[config.mk]
export PLATFORM = sky130hd
export DESIGN_NAME = two_wire_led_frame_sender
export DESIGN_NICKNAME = d
export VERILOG_FILES = /design/src/hw/rtl/tlfs_pkg.sv /design/src/hw/rtl/tlfs_front.sv /design/src/hw/rtl/tlfs_back.sv /design/src/hw/rtl/two_wire_led_frame_sender.sv
export SDC_FILE = /design/constraint.sdc
export NUM_CORES = 1
export LEC_CHECK = 0
export BUFFER_PORTS_ARGS = -buffer_cell sky130_fd_sc_hd__buf_2
export CAP_MARGIN = 10
export CORE_UTILIZATION = 40
export DETAILED_ROUTE_END_ITERATION = 6
export HOLD_SLACK_MARGIN = 0.08
export SYNTH_ARGS = -nofsm -noshare
export SYNTH_HDL_FRONTEND = slang
export SYNTH_HIERARCHICAL = 1
export SYNTH_SLANG_ARGS = --single-unit
[constraint.sdc]
create_clock -name clk_i -period 3.7 [get_ports clk_i]
set_input_delay 0.74 -clock clk_i [delete_from_list [all_inputs] [get_ports clk_i]]
set_output_delay 0.74 -clock clk_i [all_outputs]
set_load 0.005 [all_outputs]
[src/hw/rtl/tlfs_pkg.sv]
// Types, codes and helpers of the two-wire LED frame sender.
// No dependencies; imported by every module of the block.
package tlfs_pkg;

  typedef enum logic {
    OP_TICK,
    OP_FRAME
  } op_e;

  typedef enum logic [2:0] {
    PH_IDLE,
    PH_START,
    PH_CMD,
    PH_DATA,
    PH_STOP
  } phase_e;

  // Bit index of the acknowledge slot that follows the eight data bits.
  localparam logic [3:0] AckSlot = 4'd8;
  // Last of the four segments of every bit slot or frame condition.
  localparam logic [1:0] LastSeg = 2'd3;
  // Entries held by each of the two queues.
  localparam logic [1:0] QueueFull = 2'd2;

  typedef struct packed {
    op_e        op;
    logic [7:0] cmd_byte;
    logic [7:0] data_byte;
    logic       dio_sense;
  } cmd_t;

  typedef struct packed {
    logic clk_level;
    logic dio_level;
    logic dio_driven;
    logic busy_res;
    logic frame_done;
    logic ack_cmd;
    logic ack_data;
  } res_t;

  // True where a segment waits ten delay units rather than five.
  function automatic logic long_wait(phase_e ph, logic [1:0] seg);
    logic r;
    r = 1'b0;
    case (ph)
      PH_START: r = seg[0];
      PH_STOP:  r = (seg != 2'd2);
      default:  r = 1'b0;
    endcase
    return r;
  endfunction

endpackage

[src/hw/rtl/tlfs_front.sv]
// Front end of the two-wire LED frame sender: takes requests from the push
// side, classifies them and holds them in a two-entry queue. Uses tlfs_pkg.
module tlfs_front (
  input  logic           clk_i,
  input  logic           rst_ni,
  input  logic           push,
  output logic           full,
  input  logic           kind_i,
  input  logic [7:0]     cmd_byte_i,
  input  logic [7:0]     data_byte_i,
  input  logic           dio_sense_i,
  output tlfs_pkg::cmd_t cmd_o,
  output logic           cmd_valid_o,
  input  logic           cmd_pop_i
);
  import tlfs_pkg::*;

  cmd_t       mem_q [2];
  logic       wr_ptr_q, wr_ptr_d;
  logic       rd_ptr_q, rd_ptr_d;
  logic [1:0] cnt_q, cnt_d;
  logic       push_ok, pop_ok;
  cmd_t       entry;

  assign full        = (cnt_q == QueueFull);
  assign cmd_valid_o = (cnt_q != 2'd0);
  assign push_ok     = push && !full;
  assign pop_ok      = cmd_pop_i && cmd_valid_o;
  assign cmd_o       = mem_q[rd_ptr_q];

  always_comb begin
    entry.op        = kind_i ? OP_FRAME : OP_TICK;
    entry.cmd_byte  = cmd_byte_i;
    entry.data_byte = data_byte_i;
    entry.dio_sense = dio_sense_i;
  end

  always_comb begin
    wr_ptr_d = push_ok ? ~wr_ptr_q : wr_ptr_q;
    rd_ptr_d = pop_ok ? ~rd_ptr_q : rd_ptr_q;
    cnt_d    = cnt_q;
    if (push_ok && !pop_ok) begin
      cnt_d = cnt_q + 2'd1;
    end else if (!push_ok && pop_ok) begin
      cnt_d = cnt_q - 2'd1;
    end
  end

  always_ff @(posedge clk_i) begin
    if (push_ok) begin
      mem_q[wr_ptr_q] <= entry;
    end
  end

  always_ff @(posedge clk_i or negedge rst_ni) begin
    if (!rst_ni) begin
      wr_ptr_q <= 1'b0;
      rd_ptr_q <= 1'b0;
      cnt_q    <= 2'd0;
    end else begin
      wr_ptr_q <= wr_ptr_d;
      rd_ptr_q <= rd_ptr_d;
      cnt_q    <= cnt_d;
    end
  end

endmodule

[src/hw/rtl/tlfs_back.sv]
// Back end of the two-wire LED frame sender: the waveform sequencer, the
// tick scale register and a two-entry result queue. Uses tlfs_pkg.
module tlfs_back (
  input  logic           clk_i,
  input  logic           rst_ni,
  input  logic           cfg_we_i,
  input  logic [7:0]     cfg_wdata_i,
  input  tlfs_pkg::cmd_t cmd_i,
  input  logic           cmd_valid_i,
  output logic           cmd_pop_o,
  output tlfs_pkg::res_t res_o,
  output logic           empty,
  input  logic           pop
);
  import tlfs_pkg::*;

  logic [7:0]  scale_q;
  phase_e      phase_q, phase_d;
  logic [1:0]  seg_q, seg_d;
  logic [3:0]  bit_q, bit_d;
  logic [11:0] wc_q, wc_d, wc_dec;
  logic [7:0]  shift_q, shift_d, shift_n;
  logic [7:0]  second_q, second_d;
  logic [1:0]  ack_q, ack_d, ack_n;
  logic        clk_q, clk_d, dio_q, dio_d, drv_q, drv_d;
  logic        fire, apply, done;
  logic [7:0]  scale;
  logic [11:0] scale5, scale10;
  res_t        res;

  res_t        omem_q [2];
  logic        owr_q, ord_q;
  logic [1:0]  ocnt_q, ocnt_d;
  logic        opop_ok;

  assign fire      = cmd_valid_i && (ocnt_q != QueueFull);
  assign cmd_pop_o = fire;

  // A zero scale counts as one; waits are five or ten units.
  assign scale   = (scale_q == 8'd0) ? 8'd1 : scale_q;
  assign scale5  = {2'b00, scale, 2'b00} + {4'b0000, scale};
  assign scale10 = {scale5[10:0], 1'b0};

  // Sequencing: segment, bit and phase advance and the wait counter.
  always_comb begin
    phase_d  = phase_q;
    seg_d    = seg_q;
    bit_d    = bit_q;
    shift_n  = shift_q;
    second_d = second_q;
    ack_n    = ack_q;
    wc_dec   = (wc_q != 12'd0) ? (wc_q - 12'd1) : wc_q;
    wc_d     = wc_q;
    apply    = 1'b0;
    done     = 1'b0;
    if (fire) begin
      if (phase_q == PH_IDLE) begin
        if (cmd_i.op == OP_FRAME) begin
          shift_n  = cmd_i.cmd_byte;
          second_d = cmd_i.data_byte;
          ack_n    = 2'b00;
          bit_d    = 4'd0;
          phase_d  = PH_START;
          seg_d    = 2'd0;
          apply    = 1'b1;
        end
      end else if (cmd_i.op == OP_TICK) begin
        wc_d = wc_dec;
        if (wc_dec == 12'd0) begin
          seg_d = seg_q + 2'd1;
          apply = 1'b1;
          if (seg_q == LastSeg) begin
            case (phase_q)
              PH_START: begin
                phase_d = PH_CMD;
                bit_d   = 4'd0;
              end
              PH_CMD, PH_DATA: begin
                if (bit_q == AckSlot) begin
                  bit_d = 4'd0;
                  if (phase_q == PH_CMD) begin
                    phase_d = PH_DATA;
                    shift_n = second_q;
                  end else begin
                    phase_d = PH_STOP;
                  end
                end else begin
                  bit_d = bit_q + 4'd1;
                end
              end
              default: begin
                phase_d = PH_IDLE;
                wc_d    = 12'd0;
                apply   = 1'b0;
                done    = 1'b1;
              end
            endcase
          end
        end
      end
      if (apply) begin
        wc_d = long_wait(phase_d, seg_d) ? scale10 : scale5;
      end
    end
  end

  // Pin actions of the segment just entered, and the acknowledge samples.
  always_comb begin
    clk_d   = clk_q;
    dio_d   = dio_q;
    drv_d   = drv_q;
    shift_d = shift_n;
    ack_d   = ack_n;
    if (apply) begin
      case (phase_d)
        PH_START: begin
          case (seg_d)
            2'd0: begin
              clk_d = 1'b1;
              drv_d = 1'b1;
            end
            2'd1:    dio_d = 1'b1;
            2'd2:    dio_d = 1'b0;
            default: clk_d = 1'b0;
          endcase
        end
        PH_CMD, PH_DATA: begin
          if (bit_d != AckSlot) begin
            case (seg_d)
              2'd0: clk_d = 1'b0;
              2'd1: begin
                dio_d   = shift_n[7];
                shift_d = {shift_n[6:0], 1'b0};
              end
              2'd2:    clk_d = 1'b1;
              default: clk_d = 1'b0;
            endcase
          end else begin
            case (seg_d)
              2'd0: begin
                clk_d = 1'b0;
                drv_d = 1'b0;
                dio_d = 1'b1;
              end
              2'd1: begin
                if (phase_d == PH_CMD) begin
                  ack_d[0] = cmd_i.dio_sense;
                end else begin
                  ack_d[1] = cmd_i.dio_sense;
                end
                drv_d = 1'b1;
                dio_d = 1'b0;
              end
              2'd2:    clk_d = 1'b1;
              default: clk_d = 1'b0;
            endcase
          end
        end
        PH_STOP: begin
          case (seg_d)
            2'd1: begin
              dio_d = 1'b0;
              clk_d = 1'b0;
            end
            2'd2:    clk_d = 1'b1;
            2'd3:    dio_d = 1'b1;
            default: clk_d = clk_q;
          endcase
        end
        default: clk_d = clk_q;
      endcase
    end
  end

  always_comb begin
    res.clk_level  = clk_d;
    res.dio_level  = dio_d;
    res.dio_driven = drv_d;
    res.busy_res   = (phase_d != PH_IDLE);
    res.frame_done = done;
    res.ack_cmd    = ack_d[0];
    res.ack_data   = ack_d[1];
  end

  always_ff @(posedge clk_i or negedge rst_ni) begin
    if (!rst_ni) begin
      scale_q  <= 8'd1;
      phase_q  <= PH_IDLE;
      seg_q    <= 2'd0;
      bit_q    <= 4'd0;
      wc_q     <= 12'd0;
      shift_q  <= 8'd0;
      second_q <= 8'd0;
      ack_q    <= 2'b00;
      clk_q    <= 1'b1;
      dio_q    <= 1'b1;
      drv_q    <= 1'b1;
    end else begin
      if (cfg_we_i) begin
        scale_q <= cfg_wdata_i;
      end
      phase_q  <= phase_d;
      seg_q    <= seg_d;
      bit_q    <= bit_d;
      wc_q     <= wc_d;
      shift_q  <= shift_d;
      second_q <= second_d;
      ack_q    <= ack_d;
      clk_q    <= clk_d;
      dio_q    <= dio_d;
      drv_q    <= drv_d;
    end
  end

  // Result queue.
  assign empty   = (ocnt_q == 2'd0);
  assign opop_ok = pop && !empty;
  assign res_o   = omem_q[ord_q];

  always_comb begin
    ocnt_d = ocnt_q;
    if (fire && !opop_ok) begin
      ocnt_d = ocnt_q + 2'd1;
    end else if (!fire && opop_ok) begin
      ocnt_d = ocnt_q - 2'd1;
    end
  end

  always_ff @(posedge clk_i) begin
    if (fire) begin
      omem_q[owr_q] <= res;
    end
  end

  always_ff @(posedge clk_i or negedge rst_ni) begin
    if (!rst_ni) begin
      owr_q  <= 1'b0;
      ord_q  <= 1'b0;
      ocnt_q <= 2'd0;
    end else begin
      if (fire) begin
        owr_q <= ~owr_q;
      end
      if (opop_ok) begin
        ord_q <= ~ord_q;
      end
      ocnt_q <= ocnt_d;
    end
  end

endmodule

[src/hw/rtl/two_wire_led_frame_sender.sv]
// Top level of the two-wire LED frame sender: front end, back end and wiring.
// Depends on tlfs_pkg, tlfs_front and tlfs_back.
//
//   Channel   Handshake        Payload
//   request   push / full      kind_i, cmd_byte_i, data_byte_i, dio_sense_i
//   result    empty / pop      clk_level_o .. ack_data_o (seven single bits)
//   config    cfg_we_i         cfg_wdata_i (tick scale, 8 bits)
//
// One request is taken per clock while full is low; each gives exactly one result.
// A request enters the front queue, then passes the sequencer into the result queue;
// the sequencer waits while the result queue is full.
// Reset clears both queues and puts the pins at clock high, data high, driven.
// Each queue holds two entries, so a stalled result side lets two more requests in
// before full rises; the sequencer steps only when the result queue has room.
module two_wire_led_frame_sender (
  input  logic       clk_i,
  input  logic       rst_ni,
  input  logic       cfg_we_i,
  input  logic [7:0] cfg_wdata_i,
  input  logic       push,
  output logic       full,
  input  logic       kind_i,
  input  logic [7:0] cmd_byte_i,
  input  logic [7:0] data_byte_i,
  input  logic       dio_sense_i,
  output logic       empty,
  input  logic       pop,
  output logic       clk_level_o,
  output logic       dio_level_o,
  output logic       dio_driven_o,
  output logic       busy_res_o,
  output logic       frame_done_o,
  output logic       ack_cmd_o,
  output logic       ack_data_o
);
  import tlfs_pkg::*;

  // Classified requests waiting for the sequencer.
  cmd_t cmd;
  logic cmd_valid;
  logic cmd_pop;
  // Oldest result waiting to be taken.
  res_t res;

  tlfs_front u_front (
    .clk_i       (clk_i),
    .rst_ni      (rst_ni),
    .push        (push),
    .full        (full),
    .kind_i      (kind_i),
    .cmd_byte_i  (cmd_byte_i),
    .data_byte_i (data_byte_i),
    .dio_sense_i (dio_sense_i),
    .cmd_o       (cmd),
    .cmd_valid_o (cmd_valid),
    .cmd_pop_i   (cmd_pop)
  );

  // The back end runs the start, byte, acknowledge and stop segments; each
  // segment waits five or ten delay units of tick_scale ticks.
  tlfs_back u_back (
    .clk_i       (clk_i),
    .rst_ni      (rst_ni),
    .cfg_we_i    (cfg_we_i),
    .cfg_wdata_i (cfg_wdata_i),
    .cmd_i       (cmd),
    .cmd_valid_i (cmd_valid),
    .cmd_pop_o   (cmd_pop),
    .res_o       (res),
    .empty       (empty),
    .pop         (pop)
  );

  assign clk_level_o  = res.clk_level;
  assign dio_level_o  = res.dio_level;
  assign dio_driven_o = res.dio_driven;
  assign busy_res_o   = res.busy_res;
  assign frame_done_o = res.frame_done;
  assign ack_cmd_o    = res.ack_cmd;
  assign ack_data_o   = res.ack_data;

endmodule

==> metrics.txt, run 1 <==
Synth area leader=edfxtp_1; min Tclk post-route=3.57 ns; post-DP HPWL=10600 um; CP max stage delay=0.61 ns; final hold violations=0; met3 routed WL=599 um; Critical Path AT=3.77 ns; Worst setup SP type=flip-flop; CTS root buf=clkbuf_16; EDFF count, synth=50; Worst Path Required=3.91 ns; Hold Slack=0.243 ns; met2 WL post-DR=7230 um; ratio of cells with drive above 1 in the final layout=30.0%; num rows=45; nets@finish=675; final RePlAce weighted congestion=0.922; CTS sink count=108; sequential element share of the synthesized area=48.0%; Critical Path Sink Type=flip-flop; max_cap viols=0; initial antenna violation count=0; number of cells in the finished layout apart from fillers=822; DR iter-0 viols=366; initial core utilization=40.7%; Pwr Density=676 nW/um^2; Tcrit/Tclk final=96.4%; H-tree Lvls=3; global-route wire length before repair=24200 um; Inserted Clock Buffers=9; DRT Wirelength=14700 um; Register Area=2960 um^2; Post-Place Cells=801; Pleak=2.97 nW; DR top layer=met4; Crit Path Max Fanout=5; Switching Fraction=38.5%; cell chain of the critical path=inv_1, ha_1, or4b_2, o211ai_2, o2111a_2, nand4_1, a221o_1, or3_1, o22a_1, a31oi_2, a2bb2oi_2; commonest non-fill, non-tap cell in the layout=nand2_1; Slowest cell on crit path=or4b_2; Port Buf Inserts=39; Sw Pwr=1.88 mW; Clk pwr share=19.7%; largest net degree at the start of global routing=30; Ys Warns=6; Fmax=281 MHz; number of top-level pins=40; worst rel slew slack=44.3%; CP bufs+invs=1; clock insertion delay at the later pin of the skew report=0.36 ns; die area=15900 um^2; Layout Skew=0.00752 ns; post-synth top area share=24.4%; min-delay worst type=in2async; dpl ws=-0.0352 ns; Pint=3.00 mW; flops & latches, synth=108; diode count=0; number of distinct library cells after synthesis=89; ys async rst share=53.7%; Fillers=1386; Final WS setup=0.135 ns; final core utilization=47.6%; Die Span X=126 um; hold buffers post-CTS=0; CTS clk-pin slew, worst paths=0.08 ns; status=finished clean; final setup TNS=0 ns; vias in the first global route=4704; area of the multi-input gates=3130 um^2; Cell Area, Synth=6160 um^2; Reg power frac=38.1%; Die H=126 um; DR vias=4668; Tot GR Track Use=19.4%; critical setup path kind=reg2reg; Final Total Pwr=4.88 mW; DP Area=6720 um^2; DRC violations left=0; ANT nets after route=0; Layout area overhead=17.1%; unrepaired setup endpoints after global routing=no; DR pass1 iterations=5; final instance area=7220 um^2; Max clock buf depth=2; worst-margin pin slew=0.836 ns; Routed wire per std cell=17.8 um; Comb power frac=42.2%; Synth Net Count=614; Worst VDD drop=0.000380 V; Synth Flop Type=dfrtp_1; Gate Count Post-Synth=568; grt total ovfl=0; floorplan core area=15100 um^2; Via density=5.68; max-slew violations=0; CTS tree=done; most frequent cells in the layout=62 x nand2_1, 54 x dfrtp_1, 50 x edfxtp_1; top cells by area, synth=edfxtp_1 24%, dfrtp_1 22%, mux2_2 4.4%, nand2_1 3.8%, mux2i_1 3.6%; Mean Syn Cell Area=10.9 um^2; Final Setup Violations=0; DRT met1 WL=6380 um; delay-heaviest family, CP=compound AO/OA/AOI/OAI gates
-- worst reg2reg max path: stages, from the launching register on --
cell	delay (ns)
dfrtp_1	0.42
inv_1	0.09
ha_1	0.22
or4b_2	0.61
o211ai_2	0.12
o2111a_2	0.31
nand4_1	0.21
a221o_1	0.45
or3_1	0.39
o22a_1	0.21
a31oi_2	0.20
a2bb2oi_2	0.18
-- kinds of logic after synthesis --
| logic type | Yosys count | synth area share [%] |
|---|---|---|
| AOI/OAI and AO/OA | 124 | 15.3 |
| DFF | 108 | 48.0 |
| xor gates and xnor gates | 20 | 2.84 |
| and+or+nand+nor | 190 | 16.4 |
| muxes | 55 | 10.2 |
| buffers and inverters | 55 | 4.10 |
| adders and majority gates | 16 | 3.21 |
-- timing repair --
item,in CTS,in global routing
setup buffers,0,4
endpoints found under the hold margin,0,0
setup endpoints to repair,3,27
cloned,0,1
resized for setup,5,25
pin swaps,1,9
-- cell usage after synthesis (3+ instances only) --
cell type  instances
nand2_1           62
dfrtp_1           54
edfxtp_1          50
nor2_1            39
mux2_2            24
clkbuf_1          23
o21ai_0           23
mux2i_1           22
inv_1             21
a21oi_1           18
ha_1              15
nor3_1            15
xnor2_1           13
mux2_4             9
a22o_1             8
nand3_1            8
or2_2              8
o211ai_1           7
xor2_1             7
nand2b_1           6
or3_1              6
nand3b_1           5
nand4_1            5
o221ai_1           5
a21o_1             4
and3_1             4
dfstp_2            4
nor2b_1            4
o22ai_1            4
o31ai_1            4
buf_6              3
nor3_2             3
nor3b_1            3
nor4_1             3
or4_1              3
-- power groups by stage --
stage	clock, mW	sequential, mW	combinational, mW
3_3_place_gp	0	1.86	1.92
2_1_floorplan	0	1.78	1.45
6_report	0.959	1.86	2.06
3_5_place_dp	0	1.87	1.95
5_1_grt	1.02	1.90	2.26
4_1_cts	0.989	1.85	1.97
-- layout make-up --
cell class	instances	share of cell area, %
repair buffers	82	7.18
well taps	188	3.26
clock inverters	7	0.936
clock buffers	9	3.12
inverters	22	1.14
multi-input cells	406	43.4
flip-flops and latches	108	41.0
-- routing by layer --
layer	up-vias	GRT usage, %
li1	2226	-
met1	2278	23.9
met2	137	33.0
met3	27	3.65
met4	0	8.50
met5	-	0
-- worst paths after layout --
kind                            cells after the start                   to  slack, ns                from
worst min register to register                      2   u_back/second_q[1]       0.48  u_back/second_q[1]
worst max-delay path                               11  u_back/omem_q[0][5]       0.13      u_back/wc_q[1]
worst min-delay path                                1       u_back/wc_q[5]       0.24              rst_ni
worst max register to register                     11  u_back/omem_q[0][5]       0.13      u_back/wc_q[1]
min in group clk_i                                  2   u_back/second_q[1]       0.48  u_back/second_q[1]
max in group asynchronous                           2         u_back/dio_q       2.70              rst_ni
-- flip-flops by register name, indices dropped and copies added, names as in the netlist --
signal	count
u_front/cnt_q	2
u_back/phase_q	3
u_back/ord_q	1
u_front/rd_ptr_q	1
u_back/bit_q	4
u_back/ack_q	2
u_back/wc_q	12
u_back/scale_q	8
u_back/drv_q	1
u_back/seg_q	2
u_front/wr_ptr_q	1
u_back/clk_q	1
u_back/ocnt_q	2
u_back/shift_q	8
u_back/omem_q	14
u_back/second_q	8
u_back/dio_q	1
u_back/owr_q	1
u_front/mem_q	36
(Power assumes the default switching activity.)
==> run 2, diff against run 1 <==
==> constraint.sdc (replaced) <==
create_clock -name clk_i -period 3.7 [get_ports clk_i]
set_input_delay 0.555 -clock clk_i [delete_from_list [all_inputs] [get_ports clk_i]]
set_output_delay 0.555 -clock clk_i [all_outputs]
set_load 0.005 [all_outputs]
==> run 2 against run 1 <==
Effect of this change:
- final cell count grew 0.24%
- die area stayed put
- cell area increased by 1.2%
- wire length is 2.3% lower
- critical path depth increased by 1
- first-iteration DRC count increased by 3.8%
==> metrics.txt, run 2 (synthesis gave the netlist of run 1 again) <==
status=finished clean; Most flops, register=u_front/mem_q; Register Area=2960 um^2; floorplan core area=15100 um^2; initial core utilization=40.7%; Reg power frac=37.4%; critical setup path kind=reg2reg; Switching Fraction=37.8%; clock insertion delay at the later pin of the skew report=0.35 ns; max-slew violations=0; Tot GR Track Use=18.5%; Fmax=280 MHz; post-DP HPWL=10300 um; Crit Path Max Fanout=5; number of cells in the finished layout apart from fillers=824; final RePlAce weighted congestion=0.929; CTS root buf=clkbuf_16; Pint=3.10 mW; nets@finish=677; area of the multi-input gates=3170 um^2; Routed wire per std cell=17.4 um; Clk pwr share=20.5%; DRC violations left=0; ratio of cells with drive above 1 in the final layout=31.1%; Worst Path Required=3.90 ns; number of top-level pins=40; num rows=45; Sw Pwr=1.88 mW; most frequent cells in the layout=62 x nand2_1, 54 x dfrtp_1, 50 x edfxtp_1; H-tree Lvls=3; largest net degree at the start of global routing=39; max reg flops=36; Fillers=1352; die area=15900 um^2; initial antenna violation count=0; Pleak=2.98 nW; Post-Place Cells=800; CTS clk-pin slew, worst paths=0.07 ns; DR vias=4721; CTS tree=done; DR pass1 iterations=5; Die H=126 um; Layout Skew=0.00798 ns; worst rel slew slack=42.5%; commonest non-fill, non-tap cell in the layout=nand2_1; final core utilization=48.2%; Max clock buf depth=2; Comb power frac=42.1%; worst-margin pin slew=0.863 ns; DRT Wirelength=14300 um; final hold violations=0; min Tclk post-route=3.57 ns; Layout area overhead=18.5%; Die Span X=126 um; Via density=5.73; Largest regs=u_front/mem_q (36), u_back/omem_q (14), u_back/wc_q (12); Critical Path AT=3.77 ns; DR iter-0 viols=380; Final Total Pwr=4.97 mW; Tcrit/Tclk final=96.6%; global-route wire length before repair=23100 um; CTS sink count=108; Final Setup Violations=0; vias in the first global route=4565; Worst setup SP type=flip-flop; Port Buf Inserts=39; grt total ovfl=0; Worst VDD drop=0.000334 V; min-delay worst type=in2async; max_cap viols=0; Critical Path Sink Type=flip-flop; ANT nets after route=0; Pwr Density=681 nW/um^2; Inserted Clock Buffers=9; diode count=0
## run 2: cell types whose count changed in the layout (fill, tap and decap cells not counted), sizes merged
| cell | previous run | this run |
|---|---|---|
| bufinv | 0 | 1 |
| clkbuf | 9 | 10 |
| inv | 25 | 23 |
| buf | 82 | 84 |
| clkinv | 4 | 3 |
| clkinvlp | 0 | 1 |
## run 2: area by class of cell
type                            count  share of cell area [%]
Timing Repair Buffer               84                    7.30
Clock inverter                      6                    1.13
Clock buffer                       10                    3.27
Tap cell                          188                    3.22
Inverter                           22                    1.17
Sequential cell                   108                    40.5
Multi-Input combinational cell    406                    43.4
## run 2: routing by layer
metal / GRT usage [%] / wire length (um)
met3: 3.44 / 674
met1: 23.3 / 6060
met4: 9.21 / 608
met5: 0 / 0
met2: 30.4 / 6980
## run 2: metrics by stage
step	hold WS [ns]	worst slack (ns)	instance area (um^2)	setup TNS, ns
floorplan	0.259	0.0862	6160	0
CTS	0.180	0.000556	7040	0
detailed placement	0.464	-0.0469	6710	-0.121
global placement	0.459	0.0803	6710	0
finish	0.172	0.125	7300	0
global route	0.200	-0.0266	7300	-0.0732
## run 2: repair_timing
action	CTS	global route
setup buffers	0	7
resized for setup	2	38
hold buffers	0	0
setup endpoints to repair	4	34
gates cloned	0	1
pin swaps	1	17
## run 2: critical path, stage by stage (launching register included)
cell,delay (ns)
dfrtp_1,0.43
inv_2,0.10
ha_4,0.13
or4b_4,0.50
o311a_1,0.40
o2111ai_2,0.29
buf_4,0.17
nor4_2,0.05
a221o_1,0.39
or3_4,0.37
o22a_1,0.18
a31oi_1,0.20
a2bb2oi_2,0.19
## run 2: final timing paths
path	from	endpoint	slack, ns	cells after the start
setup / recovery	u_back/wc_q[1]	u_back/omem_q[1][5]	0.13	12
hold / removal	rst_ni	u_back/wc_q[3]	0.17	1
setup reg to reg	u_back/wc_q[1]	u_back/omem_q[1][5]	0.13	12
hold reg to reg	u_back/second_q[2]	u_back/second_q[2]	0.48	2
max in group asynchronous	rst_ni	u_back/dio_q	2.60	2
min in group clk_i	data_byte_i[6]	u_front/mem_q[1][7]	0.38	1
## run 2: power by group through the flow
stage | sequential (mW) | combinational, mW | clock [mW]
6_report | 1.86 | 2.09 | 1.02
5_1_grt | 1.90 | 2.30 | 1.09
4_1_cts | 1.85 | 1.95 | 1.05
3_5_place_dp | 1.87 | 1.93 | 0
3_3_place_gp | 1.86 | 1.92 | 0
2_1_floorplan | 1.78 | 1.45 | 0
==> run 3, diff against run 2 <==
ABC_AREA = 1   (was not set)
CTS_BUF_LIST = sky130_fd_sc_hd__clkbuf_4 sky130_fd_sc_hd__clkbuf_8 sky130_fd_sc_hd__clkbuf_16   (was not set)
==> run 3 against run 2 <==
Effect of this change:
- first-iteration DRC count down 17%
- largest cell class unchanged
- hold slack improved by 0.19 ns
- critical path type unchanged
- clock power fell by 9%
- sequential share of layout area up 0.45 points
- die area is 5.4% higher
- final cell count grew 34%
- critical path depth rose by 9
- sequential power grew 4%
- cell area decreased by 1.1%
==> metrics.txt, run 3 <==
Final Total Pwr=5.43 mW; R2R Path Start=u_back/wc_q[0]; final RePlAce weighted congestion=0.882; Critical Path AT=3.54 ns; Fmax=297 MHz; Fillers=1641; Tcrit/Tclk final=90.9%; Final Setup Violations=0; flops & latches, synth=108; CTS tree=done; post-DP HPWL=10400 um; vias in the first global route=4824; Pwr Density=752 nW/um^2; most frequent cell after synthesis=nand2_1; Worst Path Required=3.88 ns; die area=16800 um^2; CTS sink count=108; Worst R2R Setup Slack=0.34 ns; Die Span X=129 um; max reg flops=36; DRT met1 WL=6770 um; hold buffers post-CTS=0; top cells by area, synth=edfxtp_1 23%, dfrtp_1 21%, nand2_1 17%, inv_1 6.0%, nor2_1 4.2%; DR pass1 iterations=5; Worst setup SP type=flip-flop; Mean Syn Cell Area=7.69 um^2; min-delay worst type=in2async; worst rel slew slack=47.6%; max_cap viols=0; post-synth top area share=23.1%; Max clock buf depth=2; Worst VDD drop=0.000467 V; Routed wire per std cell=12.7 um; status=finished clean; ANT nets after route=0; most frequent cells in the layout=292 x nand2_1, 103 x inv_1, 71 x nor2_1; nets@finish=932; initial antenna violation count=0; met3 routed WL=525 um; min Tclk post-route=3.36 ns; grt total ovfl=0; Port Buf Inserts=39; Pleak=3.49 nW; ratio of cells with drive above 1 in the final layout=14.8%; DR vias=5306; Most flops, register=u_front/mem_q; number of distinct library cells after synthesis=44; Hold Slack=0.364 ns; Layout area overhead=11.1%; num rows=46; final hold violations=0; CTS root buf=clkbuf_16; Crit Path Max Fanout=8; EDFF count, synth=50; Synth Net Count=891; Critical Path Sink Type=flip-flop; Die H=129 um; R2R cell count=21; final setup TNS=0 ns; Post-synth top cells=293 x nand2_1, 104 x inv_1, 72 x nor2_1; critical setup path kind=reg2reg; Inserted Clock Buffers=9; Largest regs=u_front/mem_q (36), u_back/omem_q (14), u_back/wc_q (12); worst reg2reg endpoint=u_back/omem_q[1][5]; CTS clk-pin slew, worst paths=0.08 ns; Via density=4.79; Cell Area, Synth=6500 um^2; clock insertion delay at the later pin of the skew report=0.35 ns; DRT Wirelength=14000 um; largest net degree at the start of global routing=59; Tot GR Track Use=18.0%; Gate Count Post-Synth=845; DR top layer=met4; number of top-level pins=40; Ys Warns=6; DR iter-0 viols=315; final core utilization=45.5%; global-route wire length before repair=23500 um; worst-margin pin slew=0.786 ns; ys async rst share=53.7%; sequential element share of the synthesized area=45.5%; diode count=0; initial core utilization=40.9%; Synth Flop Type=dfrtp_1; DRC violations left=0; met2 WL post-DR=6500 um; Layout Skew=0.0111 ns; commonest non-fill, non-tap cell in the layout=nand2_1; Synth area leader=edfxtp_1; H-tree Lvls=3; max-slew violations=0; unrepaired setup endpoints after global routing=no; floorplan core area=15900 um^2
run 3: changes by cell type after synthesis, moves of 10 or more:
cell      previous run  this run
nand2_1             62       293
inv_1               21       104
nand3_1              8        51
nor2_1              39        72
mux2i_1             22         0
mux2_2              24         5
o21ai_0             23        39
nand2_2              1        12
nor2_2               0        11
nor3_1              15         4
clkbuf_1            23        13
nand4_1              5        15
o21ai_1              1        11
run 3: final cells by class:
cell class / instances / area (um^2) / share of cell area (%)
tap: 216 / 270 / 3.74
sequential: 108 / 2960 / 41.0
clock buffer: 10 / 233 / 3.22
timing repair buffer: 53 / 300 / 4.16
clock inverter: 6 / 46.3 / 0.641
inverter: 111 / 417 / 5.77
multi-input combinational: 603 / 3000 / 41.5
run 3: power breakdown:
part           switching (mW)  internal, mW
Combinational            1.72         0.848
Clock                   0.456         0.472
Sequential              0.232          1.71
Total                    2.40          3.03
run 3: cell families (layout without fill, tap and decap cells):
group / count (synthesis) / count (layout) / synth area share [%]
compound gates: 95 / 95 / 8.80
xor+xnor: 13 / 13 / 1.75
fa+ha+maj: 15 / 15 / 2.89
buf+inv: 134 / 180 / 8.49
flops: 108 / 108 / 45.5
mux: 5 / 5 / 0.866
simple gates: 475 / 475 / 31.7
run 3: worst max-delay path by stage:
stage | cells after the start | endpoint | slack, ns | startpoint
floorplan | 23 | u_back/omem_q[0][6] | 0.65 | u_back/wc_q[0]
global placement | 21 | u_back/omem_q[0][5] | 0.35 | u_back/wc_q[0]
detailed placement | 21 | u_back/omem_q[1][5] | 0.19 | u_back/wc_q[0]
CTS | 21 | u_back/omem_q[0][5] | 0.16 | u_back/wc_q[0]
global route | 19 | u_back/omem_q[0][5] | 0.02 | u_back/wc_q[0]
finish | 21 | u_back/omem_q[1][5] | 0.34 | u_back/wc_q[0]
run 3: through the flow:
| step | area [um^2] | std cells | setup slack, ns |
|---|---|---|---|
| 2_1_floorplan | 6500 | 845 | 0.650 |
| 3_3_place_gp | 6930 | 1091 | 0.347 |
| 3_5_place_dp | 6930 | 1091 | 0.190 |
| 4_1_cts | 7210 | 1107 | 0.162 |
| 5_1_grt | 7220 | 1107 | 0.0236 |
| 6_report | 7220 | 1107 | 0.337 |
run 3: what timing repair did:
action / CTS / global route
setup buffers: 0 / 0
resized for setup: 0 / 4
setup endpoints to repair: 0 / 13
run 3: routing by layer:
layer	vias up	global-route usage [%]
met2	88	28.9
met1	2414	24.2
met4	0	5.88
met3	15	3.76
met5	-	0
li1	2789	-
run 3: worst max-delay path: stages, from the launching register on:
cell,delay [ns]
dfrtp_1,0.40
inv_2,0.14
ha_1,0.23
nand2_1,0.07
nor2_1,0.15
nand2_1,0.10
nand3_1,0.15
nand2_1,0.08
nor2_2,0.13
nand2_1,0.09
nor2_2,0.15
nand4_1,0.13
nand4_1,0.14
nand2_1,0.14
inv_1,0.15
ha_2,0.26
inv_1,0.07
nand2_1,0.08
nand2_1,0.05
o21ai_0,0.11
nand3_1,0.13
a21oi_1,0.24
